## src/rtl/bsas_pkg.sv

```systemverilog
`default_nettype none
package bsas_pkg;

   localparam int CordicStagesDefault = 16;
   localparam int AccWidthDefault     = 48;
   localparam int MaxStages           = 24;
   localparam int OutWidth            = 48;
   localparam int FifoDepth           = 4;
   localparam int FifoAw              = 2;

   // Register indexes of the configuration port.
   localparam logic [1:0] REG_Q_X = 2'd0;
   localparam logic [1:0] REG_Q_Y = 2'd1;
   localparam logic [1:0] REG_Q_Z = 2'd2;

   // One classified voxel word passed from the front to the back.
   typedef struct packed {
      logic [31:0]        angle;
      logic signed [15:0] density;
      logic               last;
   } voxel_word_type;

   // Arctangent of 2^-i in turns, 32-bit binary angle.
   function automatic logic [31:0] atan_turns(input logic [4:0] idx);
      logic [31:0] r;
      case (idx)
         5'd0:  r = 32'h20000000;
         5'd1:  r = 32'h12E4051E;
         5'd2:  r = 32'h09FB385B;
         5'd3:  r = 32'h051111D4;
         5'd4:  r = 32'h028B0D43;
         5'd5:  r = 32'h0145D7E1;
         5'd6:  r = 32'h00A2F61E;
         5'd7:  r = 32'h00517C55;
         5'd8:  r = 32'h0028BE53;
         5'd9:  r = 32'h00145F2F;
         5'd10: r = 32'h000A2F98;
         5'd11: r = 32'h000517CC;
         5'd12: r = 32'h00028BE6;
         5'd13: r = 32'h000145F3;
         5'd14: r = 32'h0000A2FA;
         5'd15: r = 32'h0000517D;
         5'd16: r = 32'h000028BE;
         5'd17: r = 32'h0000145F;
         5'd18: r = 32'h00000A30;
         5'd19: r = 32'h00000518;
         5'd20: r = 32'h0000028C;
         5'd21: r = 32'h00000146;
         5'd22: r = 32'h000000A3;
         5'd23: r = 32'h00000051;
         default: r = 32'h0;
      endcase
      return r;
   endfunction

endpackage
`default_nettype wire

```

## src/rtl/bsas_front.sv

```systemverilog
`default_nettype none
module bsas_front (
   input  wire logic                    clock,
   input  wire logic                    reset,
   input  wire logic                    csr_valid,
   output logic                         csr_ready,
   input  wire logic [1:0]              csr_index,
   input  wire logic [15:0]             csr_data,
   input  wire logic                    req_valid,
   output logic                         req_ready,
   input  wire logic signed [15:0]      req_pos_x,
   input  wire logic signed [15:0]      req_pos_y,
   input  wire logic signed [15:0]      req_pos_z,
   input  wire logic signed [15:0]      req_voxel_density,
   input  wire logic                    req_last_voxel,
   output logic                         word_valid,
   input  wire logic                    word_ready,
   output bsas_pkg::voxel_word_type     word_data
);
   import bsas_pkg::*;

   logic signed [15:0] q_x_ff, q_y_ff, q_z_ff;
   logic signed [31:0] px_ff, py_ff, pz_ff;
   logic signed [15:0] dens_ff;
   logic               last_ff;
   logic               valid_ff, valid_in;
   logic signed [33:0] phase;
   logic               adv;

   assign csr_ready = 1'b1;

   // Scattering vector registers.
   always_ff @(posedge clock) begin
      if (reset) begin
         q_x_ff <= '0;
         q_y_ff <= '0;
         q_z_ff <= '0;
      end else if (csr_valid) begin
         case (csr_index)
            REG_Q_X: q_x_ff <= csr_data;
            REG_Q_Y: q_y_ff <= csr_data;
            REG_Q_Z: q_z_ff <= csr_data;
            default: ;
         endcase
      end
   end

   // The product registers form the three products; they are summed into the angle combinationally.
   assign adv       = !valid_ff || word_ready;
   assign req_ready = adv;
   assign valid_in  = req_valid ? 1'b1 : (word_ready ? 1'b0 : valid_ff);

   always_ff @(posedge clock) begin
      if (reset) valid_ff <= 1'b0;
      else       valid_ff <= valid_in;
   end

   always_ff @(posedge clock) begin
      if (adv) begin
         px_ff   <= 32'(req_pos_x) * 32'(q_x_ff);
         py_ff   <= 32'(req_pos_y) * 32'(q_y_ff);
         pz_ff   <= 32'(req_pos_z) * 32'(q_z_ff);
         dens_ff <= req_voxel_density;
         last_ff <= req_last_voxel;
      end
   end

   assign phase = 34'(px_ff) + 34'(py_ff) + 34'(pz_ff);

   assign word_valid        = valid_ff;
   assign word_data.angle   = {phase[19:0], 12'h000};
   assign word_data.density = dens_ff;
   assign word_data.last    = last_ff;

endmodule
`default_nettype wire

```

## config.mk

```make
export PLATFORM = sky130hd
export DESIGN_NAME = bsas_front
export DESIGN_NICKNAME = d
export VERILOG_FILES = /design/src/rtl/bsas_pkg.sv /design/src/rtl/bsas_front.sv
export SDC_FILE = /design/constraint.sdc
export NUM_CORES = 1
export LEC_CHECK = 0
export BUFFER_PORTS_ARGS = -buffer_cell sky130_fd_sc_hd__buf_2
export CAP_MARGIN = 20
export CORE_MARGIN = 2
export CORE_UTILIZATION = 64
export CTS_CLUSTER_SIZE = 40
export DETAILED_ROUTE_END_ITERATION = 10
export PLACE_DENSITY = 0.84
export SLEW_MARGIN = 20
export SYNTH_ARGS = -nofsm -noshare
export SYNTH_HDL_FRONTEND = slang
export SYNTH_SLANG_ARGS = --single-unit
```

## constraint.sdc

```tcl
create_clock -name clock -period 8.7 [get_ports clock]
set_input_delay 1.74 -clock clock [delete_from_list [all_inputs] [get_ports clock]]
set_output_delay 1.74 -clock clock [all_outputs]
set_load 0.1 [all_outputs]
```

==> impl_metrics.json <==
{
  "status": "finished, final reports clean",
  "r2r_setup_slack_ns": 2.59,
  "synth.distinct_cells": 62,
  "total_power_mw": 4.453,
  "ir_drop_mv": 0.5765,
  "rows": 70,
  "critPathCaptureType": "flop",
  "cp-start-kind": "input port",
  "first_global_vias": 19070,
  "critical_path_class": "in -> reg",
  "required_ns": 8.93,
  "hold_class": "reg -> reg",
  "finalCritPeriodShare_pct": 77.94,
  "clock_sinks": 126,
  "via_per_inst": 5.627,
  "final_nets": 3394,
  "synth_area_leaders": "fa_1 (36%), ha_1 (12%), edfxtp_1 (9.8%)",
  "rr_startpoint": "q_x_ff[1]",
  "via_count": 17660,
  "drive_gt1_share_pct": 6.332,
  "netlist.area_leader.share_pct": 36.29,
  "io_pins": 140,
  "htreeDepth": 4,
  "finalHoldViolCount": 0,
  "yosysSeqAreaShare_pct": 13.95,
  "chipHeight_um": 196.1,
  "cts_hold_buf": 0,
  "syn-instance-count": 2611,
  "power_density_nw_per_um2": 178.3,
  "routed_wl_um": 57410,
  "start_util_pct": 64.80,
  "leakage_nw": 12.29,
  "max_cap_violations": 0,
  "holdPathStages": 2,
  "synth_area_um2": 23610,
  "clk_latency_ns": 0.44,
  "worst_slew_pin_slew_ns": 0.9728,
  "cts_made_buffers": 17,
  "clk_pin_slew_worst_paths_ns": 0.06,
  "fp.coreArea_um2": 36430,
  "drc": 0,
  "grt_max_degree": 71,
  "globalplace.congestion": 1.009,
  "worstPathArrival_ns": 7.01,
  "post-route-min-period_ns": 6.781,
  "rsz0062_at_grt": "false",
  "dp_hpwl_um": 45990,
  "die_area_um2": 38440,
  "clock_path_buffers": 2,
  "post_cts_resize_count": 0,
  "clockRootBuffer": "clkbuf_16",
  "r2r-end": "px_ff[18]",
  "r2r_cells": 17,
  "grt_pass1_wl_um": 95730,
  "setup_tns_ns": 0,
  "fill_cells": 2727,
  "first_iter_violations": 1463,
  "antenna_left": 0,
  "syn-mean-instance-area_um2": 9.043,
  "first_pass_iters": 6,
  "slew_violations": 0,
  "cp_max_fo": 15,
  "worstHoldStart": "q_x_ff[15]",
  "max_slew_margin_pct": 35.06,
  "setup_viol": 0,
  "syn_to_final_growth_pct": 5.803,
  "grt_usage_pct": 31.84,
  "port_buffers": 126,
  "yosysMostFrequentCell": "inv_1",
  "synth_edf_count": 77,
  "cts_setup_buffers": 0,
  "skew_ns": 0.01963,
  "cts_tree": "done",
  "die_w_um": 196.1,
  "max_freq_mhz": 147.5,
  "synth-seq-cells": 126,
  "yosysTopAreaCell": "fa_1",
  "antenna_found_initial": 3,
  "ys.flop_type": "edfxtp_1",
  "async_flop_share_pct": 0,
  "holdPathEnd": "q_x_ff[15]",
  "yosys_warnings": 0,
  "wire_per_inst_um": 18.29,
  "grt-ovfl-total": 0,
  "synth_common_cells": "inv_1 (597), fa_1 (428), nand2_1 (411), and2_1 (257), ha_1 (222)"
}
[registers in the layout (all words and copies together) (netlist names)]
name	cells
last_ff	1
q_y_ff	16
word_valid	1
pz_ff	20
q_x_ff	16
py_ff	20
px_ff	20
dens_ff	16
q_z_ff	16
[placed cells by master (no fill, tap or decap), types with 4 or more instances in the layout]
master	synthesis	layout
a21o_1	24	24
nand3_1	10	10
buf_2	8	126
a21oi_1	91	91
o21bai_1	5	5
nor2_1	54	54
nor2b_1	7	7
xnor2_1	105	105
nand2b_1	12	11
dfxtp_1	49	49
xor2_1	31	31
o21ai_0	22	22
clkbuf_16	0	19
nor3_1	11	11
a31oi_1	4	4
and3_1	5	5
fa_1	428	428
ha_1	222	222
o21a_1	13	13
inv_1	597	597
conb_1	2	13
nand2_1	411	411
and2_1	257	257
edfxtp_1	77	77
inv_6	0	5
a211oi_1	11	11
[cell type report]
| type | instances | area [um^2] | share of cell area (%) |
|---|---|---|---|
| multi-input cells | 1786 | 17630 | 70.59 |
| repair buffers | 128 | 645.6 | 2.585 |
| inverters | 597 | 2241 | 8.971 |
| flip-flops and latches | 126 | 3293 | 13.18 |
| clock inverters | 12 | 96.34 | 0.3857 |
| diodes | 2 | 5.005 | 0.02004 |
| well taps | 468 | 585.6 | 2.344 |
| clock buffers | 20 | 480.5 | 1.923 |
[cells by family after synthesis]
family	synth area share [%]
compound gates	5.310
xor+xnor	5.140
fa+ha+maj	48.06
buf+inv	11.57
flops	13.95
mux	0.04240
other cells	0.03181
simple gates	15.90
[metal layers]
| metal | routed length, um | GRT usage (%) | share of wire [%] |
|---|---|---|---|
| met5 | 11 | 0 | 0.019 |
| met3 | 5096 | 5.484 | 8.9 |
| met1 | 22160 | 41.35 | 39 |
| met4 | 2390 | 13.95 | 4.2 |
| met2 | 27760 | 52.96 | 48 |
[worst max-delay path: stages]
cell      delay, ns
buf_2          0.20
and2_1         0.23
fa_1           0.51
inv_1          0.05
fa_1           0.40
fa_1           0.52
fa_1           0.54
inv_1          0.05
fa_1           0.49
inv_1          0.05
fa_1           0.47
inv_1          0.04
ha_1           0.34
a21o_1         0.19
a21oi_1        0.24
nand2_1        0.11
o221ai_2       0.25
or4b_1         0.48
o311ai_1       0.11
[worst max-delay path by stage]
stage                end  slack (ns)    startpoint
3_5_place_dp   px_ff[18]        1.56  req_pos_x[5]
5_1_grt        px_ff[18]        1.75  req_pos_x[5]
6_report       px_ff[18]        1.92  req_pos_x[5]
4_1_cts        px_ff[18]        1.96  req_pos_x[7]
3_3_place_gp   px_ff[18]        1.68  req_pos_x[7]
2_1_floorplan  px_ff[18]        1.86  req_pos_x[7]
[through the flow]
stage	instance area (um^2)	util, %	instances	hold WS (ns)	setup WS [ns]
after global routing	24980	68.55	3138	0.5816	1.752
after CTS	24980	68.55	3137	0.5414	1.962
after detailed placement	24400	66.96	3105	0.5278	1.561
after floorplan	23650	-	2622	0.4484	1.856
final	24980	68.56	3139	0.5505	1.919
after global placement	24400	66.96	3105	0.5206	1.676
[where the power goes]
part	internal (mW)	leakage [nW]	total, mW	switching [mW]
Clock	0.404	0.279	0.692	0.288
Combinational	0.718	10.8	2.92	2.20
Sequential	0.748	1.24	0.841	0.0925
Total	1.87	12.3	4.45	2.58
Note: power is estimated with default switching activity, not from simulation.
