--- config.mk ---
export PLATFORM = sky130hd
export DESIGN_NAME = bsas_fifo
export DESIGN_NICKNAME = d
export VERILOG_FILES = /design/src/rtl/bsas_pkg.sv /design/src/rtl/bsas_fifo.sv
export SDC_FILE = /design/constraint.sdc
export NUM_CORES = 1
export LEC_CHECK = 0
export BUFFER_PORTS_ARGS = -buffer_cell sky130_fd_sc_hd__buf_2
export CORE_UTILIZATION = 45
export DETAILED_ROUTE_END_ITERATION = 8
export PLACE_DENSITY = 0.75
export SYNTH_ARGS = -nofsm -noshare
export SYNTH_HDL_FRONTEND = slang
export SYNTH_SLANG_ARGS = --single-unit
--- constraint.sdc ---
create_clock -name clock -period 2.65 [get_ports clock]
set_clock_uncertainty 0.1 [all_clocks]
set_input_delay 0.1325 -clock clock [delete_from_list [all_inputs] [get_ports clock]]
set_output_delay 0.1325 -clock clock [all_outputs]
set_load 0.05 [all_outputs]
--- src/rtl/bsas_pkg.sv ---
`default_nettype none
package bsas_pkg;

   localparam int CordicStagesDefault = 16;
   localparam int AccWidthDefault     = 48;
   localparam int MaxStages           = 24;
   localparam int OutWidth            = 48;
   localparam int FifoDepth           = 4;
   localparam int FifoAw              = 2;

   // Register indexes of the configuration port.
   localparam logic [1:0] REG_Q_X = 2'd0;
   localparam logic [1:0] REG_Q_Y = 2'd1;
   localparam logic [1:0] REG_Q_Z = 2'd2;

   // One classified voxel word passed from the front to the back.
   typedef struct packed {
      logic [31:0]        angle;
      logic signed [15:0] density;
      logic               last;
   } voxel_word_type;

   // Arctangent of 2^-i in turns, 32-bit binary angle.
   function automatic logic [31:0] atan_turns(input logic [4:0] idx);
      logic [31:0] r;
      case (idx)
         5'd0:  r = 32'h20000000;
         5'd1:  r = 32'h12E4051E;
         5'd2:  r = 32'h09FB385B;
         5'd3:  r = 32'h051111D4;
         5'd4:  r = 32'h028B0D43;
         5'd5:  r = 32'h0145D7E1;
         5'd6:  r = 32'h00A2F61E;
         5'd7:  r = 32'h00517C55;
         5'd8:  r = 32'h0028BE53;
         5'd9:  r = 32'h00145F2F;
         5'd10: r = 32'h000A2F98;
         5'd11: r = 32'h000517CC;
         5'd12: r = 32'h00028BE6;
         5'd13: r = 32'h000145F3;
         5'd14: r = 32'h0000A2FA;
         5'd15: r = 32'h0000517D;
         5'd16: r = 32'h000028BE;
         5'd17: r = 32'h0000145F;
         5'd18: r = 32'h00000A30;
         5'd19: r = 32'h00000518;
         5'd20: r = 32'h0000028C;
         5'd21: r = 32'h00000146;
         5'd22: r = 32'h000000A3;
         5'd23: r = 32'h00000051;
         default: r = 32'h0;
      endcase
      return r;
   endfunction

endpackage
`default_nettype wire

--- src/rtl/bsas_fifo.sv ---
`default_nettype none
module bsas_fifo (
   input  wire logic                clock,
   input  wire logic                reset,
   input  wire logic                wr_valid,
   output logic                     wr_ready,
   input  wire bsas_pkg::voxel_word_type wr_data,
   output logic                     rd_valid,
   input  wire logic                rd_ready,
   output bsas_pkg::voxel_word_type rd_data
);
   import bsas_pkg::*;

   voxel_word_type mem_ff [FifoDepth];
   logic [FifoAw-1:0] wp_ff, rp_ff;
   logic [FifoAw:0]   cnt_ff;
   logic              wr, rd;

   assign wr_ready = cnt_ff != FifoAw'(0) + (FifoAw+1)'(FifoDepth);
   assign rd_valid = cnt_ff != '0;
   assign wr       = wr_valid && wr_ready;
   assign rd       = rd_valid && rd_ready;
   assign rd_data  = mem_ff[rp_ff];

   // Storage array.
   always_ff @(posedge clock) begin
      if (wr) mem_ff[wp_ff] <= wr_data;
   end

   // Pointers and fill count.
   always_ff @(posedge clock) begin
      if (reset) begin
         wp_ff  <= '0;
         rp_ff  <= '0;
         cnt_ff <= '0;
      end else begin
         if (wr) wp_ff <= wp_ff + 1'b1;
         if (rd) rp_ff <= rp_ff + 1'b1;
         cnt_ff <= cnt_ff + (FifoAw+1)'(wr) - (FifoAw+1)'(rd);
      end
   end

`ifndef SYNTHESIS
   a_no_overflow: assert property (@(posedge clock) disable iff (reset)
      cnt_ff == (FifoAw+1)'(FifoDepth) |-> !wr) else $error("queue overflow");
   a_count: assert property (@(posedge clock) disable iff (reset)
      wr && !rd |=> cnt_ff == $past(cnt_ff) + 1'b1) else $error("count slip");
   a_empty: assert property (@(posedge clock) disable iff (reset)
      cnt_ff == '0 |-> !rd) else $error("read of empty queue");
`endif

endmodule
`default_nettype wire

==> metrics.md, run 1 <==
| Metric | Value |
|---|---|
| Outcome | completed |
| Fin util | between 50% and 60% |
| Via count | roughly 3600 |
| Final setup fails | 0 |
| CP Data Required Time | 2.95 ns |
| Power Density | 1070 nW/um2 |
| Post-synthesis area per instance | between 20 and 25 um2 |
| Fillers | ~1200 |
| # DRC | 0 |
| CP Buf/Inv Count | 3 |
| RSZ-0062 raised after global routing | no |
| Tmin final | around 2.4 ns |
| Max Slew Vio Count | 0 |
| Cell type of the slowest stage on the worst timing path | dfxtp_1 |
| Final net count | between 500 and 600 |
| Final ANT Viol Nets | 0 |
| Num ports | approximately 100 |
| Cell mode on critical path | inv_1 |
| Sequential share of the synthesized area | approximately 80% |
| Leakage | about 3.3 nW |
| H-tree Lvls | 1 |
| Post-CTS Hold Buffers | 50 |
| Max clock buf depth | 3 |
| Flip-flop and latch area | 6070 um2 |
| Die ar. | between 15000 and 20000 um2 |
| Seq cells post-synth | approximately 210 |
| Max VDD drop | a little under 1000 uV |
| Largest net degree at the start of global routing | 50 |
| Delay-heaviest family, CP | adder cells |
| Core area | 16500 um2 |
| Initial Utilization | between 40% and 50% |
| Slowest stage delay, CP | 0.45 ns |
| Synth unique cells | 27 |
| Dpl cell area | 8390 um2 |
| Synth Cell Area | around 7600 um2 |
| Final hold viol count | 0 |
| # Post-CTS Setup Buffers | 0 |
| Cell count after synthesis | 305 |
| Clock-pin slew on the worst setup and hold paths | ~0.060 ns |
| Worst hold path depth | 4 |
| Slew headroom | between 60% and 70% |
| Wire per inst | approximately 19 um |
| Synth Warn # | 0 |
| Pwr Total | 10.2 mW |
| Crit end category | flip-flop |
| Critical-path maximum fanout | 7 |
| Vias in the first global route | 3893 |
| Most common cell after layout, fill and taps aside | edfxtp_1 |
| Antenna violations before repair | 0 |
| Layout Cells excl Fill | approximately 700 |
| Area Growth Syn to Fin | 26.5% |
| Synthesized Nets | approximately 370 |
| HPWL after DPL | approximately 8000 um |
| First-pass GRT wire length | 21700 um |
| Clock sink count | 205 |
| Type of the most critical hold path | input port to flip-flop |
| PostCTS Resize Cnt | 0 |
| CP Cell Sequence | nor2_1 -> a21boi_1 -> inv_1 -> ha_1 -> inv_1 -> ha_1 -> inv_1 -> fa_1 -> xor2_1 -> and2_1 -> nor3_1 |
| Most frequent cells in the layout | 196 x edfxtp_1, 103 x buf_2, 50 x dlygate4sd3_1 |
| Vias per cell | ~5 |
| Die span in y | ~130 um |
| Area used by multi-input combinational logic | around 1400 um2 |
| WL final | 13500 um |
| Setup CP Type | flip-flop to flip-flop |
| Setup TNS | 0 ns |
| Critical Path AT | approximately 2.7 ns |
| Design area | between 9000 and 10000 um2 |
| Num CTS Buffers | 21 |
| # Max-Cap Violations | 0 |
| Drt first pass iters | 6 |
| ANT cells | 0 |
| Max Freq | about 410 MHz |
| Placed cells | between 600 and 700 |
| Skew-Pair Late Insertion Delay | 0.48 ns |
| GP Congestion | approximately 0.7 |
| Worst path depth | 11 |
| DIE WIDTH | approximately 130 um |
| Aggregate global-route resource usage | 16.2% |
| Worst reg2reg path depth | 11 |
| Initial DRC count | approximately 220 |
| Final period utilization | around nine tenths |
| Worst slew pin tran | slightly below 0.5 ns |
| FP Rows | 47 |
| PortBufs | approximately 100 |
| Startpoint type of the worst setup path | flip-flop |
| Total gr overflow | 0 |
| Root Driver | clkbuf_16 |
| Fraction of layout cells with a size suffix above 1 | roughly two fifths |
| CTS tree | done |
==> power by group <==
part	switching, mW	internal, mW
sequential	0.207	3.98
clock	1.11	1.73
combinational	2.13	1.04
total	3.45	6.74
==> cell usage after synthesis <==
| cell | n | area (um2) |
|---|---|---|
| o31a_1 | 1 | 8.76 |
| nand2b_1 | 2 | 12.5 |
| fa_1 | 1 | 20.0 |
| mux4_1 | 2 | 52.6 |
| buf_12 | 2 | 40.0 |
| nor2b_1 | 1 | 6.26 |
| o311ai_0 | 1 | 8.76 |
| edfxtp_1 | 196 | 5890 |
| mux2_2 | 1 | 11.3 |
| mux2i_1 | 1 | 10.0 |
| buf_4 | 3 | 22.5 |
| xnor2_1 | 1 | 8.76 |
| dfxtp_1 | 9 | 180 |
| ha_1 | 6 | 75.1 |
| or3_1 | 1 | 6.26 |
| inv_1 | 5 | 18.8 |
| buf_2 | 2 | 10.0 |
| buf_1 | 3 | 11.3 |
| nand2_1 | 1 | 3.75 |
| xor2_1 | 2 | 17.5 |
| mux4_2 | 47 | 1060 |
| and2_1 | 5 | 31.3 |
| nor3_1 | 1 | 5.00 |
| nor2_1 | 8 | 30.0 |
| a21boi_1 | 1 | 7.51 |
| clkbuf_1 | 1 | 3.75 |
| buf_6 | 1 | 11.3 |
==> kinds of logic (layout without fill, tap and decap cells) <==
kind of cell / Yosys count / after routing / share of synthesized area [%]
DFF: 205 / 205 / 80.3
muxes: 51 / 51 / 15.0
and+or+nand+nor: 19 / 19 / 1.26
buffers and inverters: 17 / 207 / 1.56
adders and majority gates: 7 / 7 / 1.26
AOI/OAI and AO/OA: 3 / 3 / 0.331
xor gates and xnor gates: 3 / 3 / 0.348
==> layer usage <==
layer  vias to the layer above  global-route usage, %  share of wire (%)
li1                       1637                      -                  -
met1                      1876                   21.6                 43
met2                       101                   27.5                 51
met3                        16                   3.40                5.4
met4                         0                   3.75                1.1
met5                         -                      0                  0
==> worst reg2reg max path, stage by stage, from the launching register on <==
cell      delay, ns
dfxtp_1        0.45
nor2_1         0.10
a21boi_1       0.22
inv_1          0.08
ha_1           0.29
inv_1          0.06
ha_1           0.14
inv_1          0.05
fa_1           0.38
xor2_1         0.17
and2_1         0.17
nor3_1         0.13
==> area by class of cell <==
class / count / share of cell area (%)
flip-flops and latches: 205 / 63.5
multi-input cells: 83 / 14.4
repair buffers: 165 / 12.0
clock buffers: 27 / 6.05
well taps: 220 / 2.88
clock inverters: 10 / 1.01
inverters: 5 / 0.196
==> path summary, 6_finish.rpt <==
check             slack (ns)                    end                   from
hold / removal          0.03  rp_ff[0]$_SDFFE_PP0P_               rd_ready
hold reg to reg         0.44  wp_ff[1]$_SDFFE_PP0P_  wp_ff[1]$_SDFFE_PP0P_
setup reg to reg        0.24   cnt_ff[2]$_SDFF_PP0_   cnt_ff[1]$_SDFF_PP0_
setup / recovery        0.24   cnt_ff[2]$_SDFF_PP0_   cnt_ff[1]$_SDFF_PP0_
==> metrics by stage <==
step	setup WS (ns)	hold WS, ns
floorplan	0.0691	0.131
global placement	0.461	0.241
detailed placement	0.245	0.249
CTS	0.174	0.00739
global route	0.0501	0.0481
finish	0.235	0.0258
==> registers in the layout, indices dropped and copies added, names as in the netlist, named ones only <==
name	cells
cnt_ff	3
rp_ff	2
mem_ff	196
wp_ff	2
No activity file was read; power rests on OpenSTA's default activity.
==> run 2: changes to the inputs <==
ABC_AREA = 1   (was default)
==> run 2 against run 1 <==
Critical path depth decreased by 7; combinational power decreased by 2%; non-clock buffer count unchanged; total power decreased by 2.9%; synthesized area increased by 2.4%; fmax decreased by 2.3%; highest routed layer unchanged.
==> metrics.md, run 2 <==
| Metric | Value |
|---|---|
| Synthesized Nets | 599 (+64%) |
| Synthesized-area fraction occupied by adder cells | 1.23% (-0.029 points) |
| Largest net degree at the start of global routing | 99 (+98%) |
| Max Freq | 405 MHz (-2.3%) |
| Synth top area cells | edfxtp_1 76%, o21ai_0 6.1%, nor2_1 5.4%, o22ai_1 4.0%, dfxtp_1 2.3% |
| Synth Cell Area | 7740 um2 (+2.4%) |
| FP Rows | 47 (unchanged) |
| ANT cells | 0 (unchanged) |
| Simple-Gate Fraction of Synth Area | 6.16% (+4.9 points) |
| Complex-gate fraction of the synthesized area | 10.8% (+10 points) |
| Commonest cells in the netlist | 196 x edfxtp_1, 111 x nor2_1, 94 x o21ai_0 |
| Slew headroom | 54.6% (-12 points) |
| Worst slew pin tran | 0.681 ns (+0.186 ns) |
| Tmin final | 2.47 ns (+0.0562 ns) |
| Pwr Total | 9.90 mW (-2.9%) |
| RSZ-0062 raised after global routing | no |
| Final hold slack | 0.266 ns (+0.240 ns) |
| WL final | 15900 um (+18%) |
| Slowest stage delay, CP | 0.53 ns (+0.08 ns) |
| Post-route worst setup slack | 0.179 ns (-0.0562 ns) |
| Post-synthesis area per instance | 14.4 um2 (-42%) |
| Via count | 4939 (+36%) |
| Fillers | 1323 (+8.4%) |
| Aggregate global-route resource usage | 18.0% (+1.8 points) |
| Synth top area share | 76.1% (-1.8 points) |
| Share of power burned in registers | 41.2% (about the same) |
| CTS tree | done |
| Vias in the first global route | 5057 (+30%) |
| Setup CP Type | flip-flop to primary output |
| Clock-pin slew on the worst setup and hold paths | 0.06 ns (about the same) |
| DIE WIDTH | 133 um (+1.2%) |
| Clock sink count | 205 (unchanged) |
| First-pass GRT wire length | 25100 um (+16%) |
| Placed cells | 841 (+34%) |
| Max reg flops | 196 (unchanged) |
| Total gr overflow | 0 (unchanged) |
| Synth Flop Type | edfxtp_1 |
| Final net count | 756 (+40%) |
| Dpl cell area | 8490 um2 (+1.2%) |
| Number of synthesized flops with an enable pin | 196 (unchanged) |
| Ys async rst share | 0% (unchanged) |
| Worst reg2reg path depth | 10 (-1) |
| Initial DRC count | 313 (+46%) |
| Max Slew Vio Count | 0 (unchanged) |
| Top reg by flops | mem_ff |
| Leakage | 3.43 nW (+4.1%) |
| Vias per cell | 5.31 (+4.6%) |
| Layout Cells excl Fill | 930 (+30%) |
| Wire per inst | 17.1 um (-9.3%) |
| Seq cells post-synth | 205 (unchanged) |
| Type of the most critical hold path | input port to flip-flop |
| Critical-path maximum fanout | 44 (+37) |
| Max clock buf depth | 3 (unchanged) |
| Critical Path AT | 2.24 ns (-0.48 ns) |
| CP Data Required Time | 2.42 ns (-0.53 ns) |
| Num CTS Buffers | 21 (unchanged) |
| Area Growth Syn to Fin | 24.7% |
| Num ports | 104 (unchanged) |
| Cell taking the most area after synthesis | edfxtp_1 |
| Worst hold path depth | 3 (-1) |
| R2R setup slack | 0.50 ns (+0.26 ns) |
| Biggest regs | mem_ff: 196 flops, cnt_ff: 3 flops |
| Sequential share of the synthesized area | 78.4% (-1.9 points) |
| Setup TNS | 0 ns (unchanged) |
| Most frequent cells in the layout | 196 x edfxtp_1, 107 x nor2_1, 103 x buf_2 |
| Outcome | completed |
| Pint | 6.27 mW (-7.1%) |
| Design area | 9650 um2 (+0.90%) |
| Largest family of logic cells by synthesized area | compound AO/OA/AOI/OAI gates |
| Fin util | 57.8% (-0.30 points) |
| Switch share | 36.7% (+2.9 points) |
| DP Worst Slack | 0.515 ns (+0.270 ns) |
| Die ar. | 17700 um2 (+2.3%) |
| HPWL after DPL | 8610 um (+7.7%) |
| CP Cell Sequence | buf_4 -> o21ai_0 -> o22ai_1 -> buf_2 |
| Cell type of the slowest stage on the worst timing path | dfxtp_4 |
| Most common cell in the netlist | edfxtp_1 |
| Max VDD drop | 647 uV (-34%) |
| Flip-flop and latch area | 6070 um2 (unchanged) |
| XOR/XNOR share of the synthesized area | 0% (-0.35 points) |
| PostCTS Resize Cnt | 0 (unchanged) |
| Cell count after synthesis | 539 (+77%) |
| Final hold viol count | 0 (unchanged) |
| Most common cell after layout, fill and taps aside | edfxtp_1 |
| Antenna violations before repair | 0 (unchanged) |
| Core area | 16700 um2 (+1.4%) |
| PortBufs | 103 (unchanged) |
| Startpoint type of the worst setup path | flip-flop |
| Multiplexer share of the synthesized area | 0% (-15 points) |
| H-tree Lvls | 1 (unchanged) |
| Synth Warn # | 0 (unchanged) |
| Clock Power Share | 27.6% (-0.3 points) |
| Final period utilization | 93.2% (+2.1 points) |
| Fraction of layout cells with a size suffix above 1 | 20.7% (-20 points) |
| Logic gate share of total power | 31.2% (+0.2 points) |
| # DRC | 0 (unchanged) |
| Initial Utilization | 46.3% (+0.42 points) |
| Synth unique cells | 21 (-22%) |
| Area used by multi-input combinational logic | 1440 um2 (+4.4%) |
| Crit end category | primary output |
| Root Driver | clkbuf_16 |
| GP Congestion | 0.758 (+11%) |
| Net switching power | 3.63 mW (+5.4%) |
| Drt first pass iters | 4 (-2) |
| # Max-Cap Violations | 0 (unchanged) |
| Skew-Pair Late Insertion Delay | 0.48 ns (about the same) |
| Final ANT Viol Nets | 0 (unchanged) |
| Final setup fails | 0 (unchanged) |
| Power Density | 1030 nW/um2 (-3.7%) |
| Die span in y | 133 um (+1.2%) |
## run 2: kinds of logic (layout without fill, tap and decap cells)
logic type               count (synthesis)  after routing
AND/OR/NAND/NOR                        126            126
AO/OA/AOI/OAI                          154            154
flip-flops                             205            205
adder cells (fa/ha/maj)                  7              7
buffers and inverters                   47            218
## run 2: worst paths after layout
kind / startpoint / to
setup reg to reg: cnt_ff[1]$_SDFF_PP0_ / cnt_ff[2]$_SDFF_PP0_
hold / removal: reset / cnt_ff[1]$_SDFF_PP0_
setup / recovery: flip-flop / rd_data[14]
hold reg to reg: rp_ff[0]$_SDFFE_PP0P_ / flip-flop
## run 2: cell type report
type | instances | area share [%]
sequential | 205 | 62.9
multi-input combinational | 287 | 14.9
timing repair buffer | 165 | 12.0
clock buffer | 31 | 6.04
tap | 220 | 2.85
inverter | 16 | 0.674
clock inverter | 6 | 0.558
## run 2: power groups by stage
stage	clock, mW	combinational, mW	sequential, mW
floorplan	0	2.33	4.10
global placement	0	2.97	4.13
detailed placement	0	3.05	4.15
CTS	2.78	3.11	4.08
global route	2.91	3.29	4.11
finish	2.73	3.09	4.08
## run 2: layer usage
layer / part of all wire (%) / up-vias / track usage (%)
met1: 43 / 2450 / 22.6
met3: 5.8 / 22 / 3.42
met5: 0 / - / 0
met2: 50 / 150 / 32.2
li1: - / 2317 / -
met4: 1.4 / 0 / 4.17
## run 2: worst max-delay path, delay by kind of cell (launching register included)
kind | cells | cell delay (ns)
AO/OA/AOI/OAI | 2 | 0.45
buffers and inverters | 2 | 0.77
flip-flops | 1 | 0.53
## run 2: repair_timing
| item | in CTS | in global routing |
|---|---|---|
| endpoints found under the hold margin | 205 | 0 |
| setup buffers | 0 | 0 |
| hold buffers | 52 | 0 |
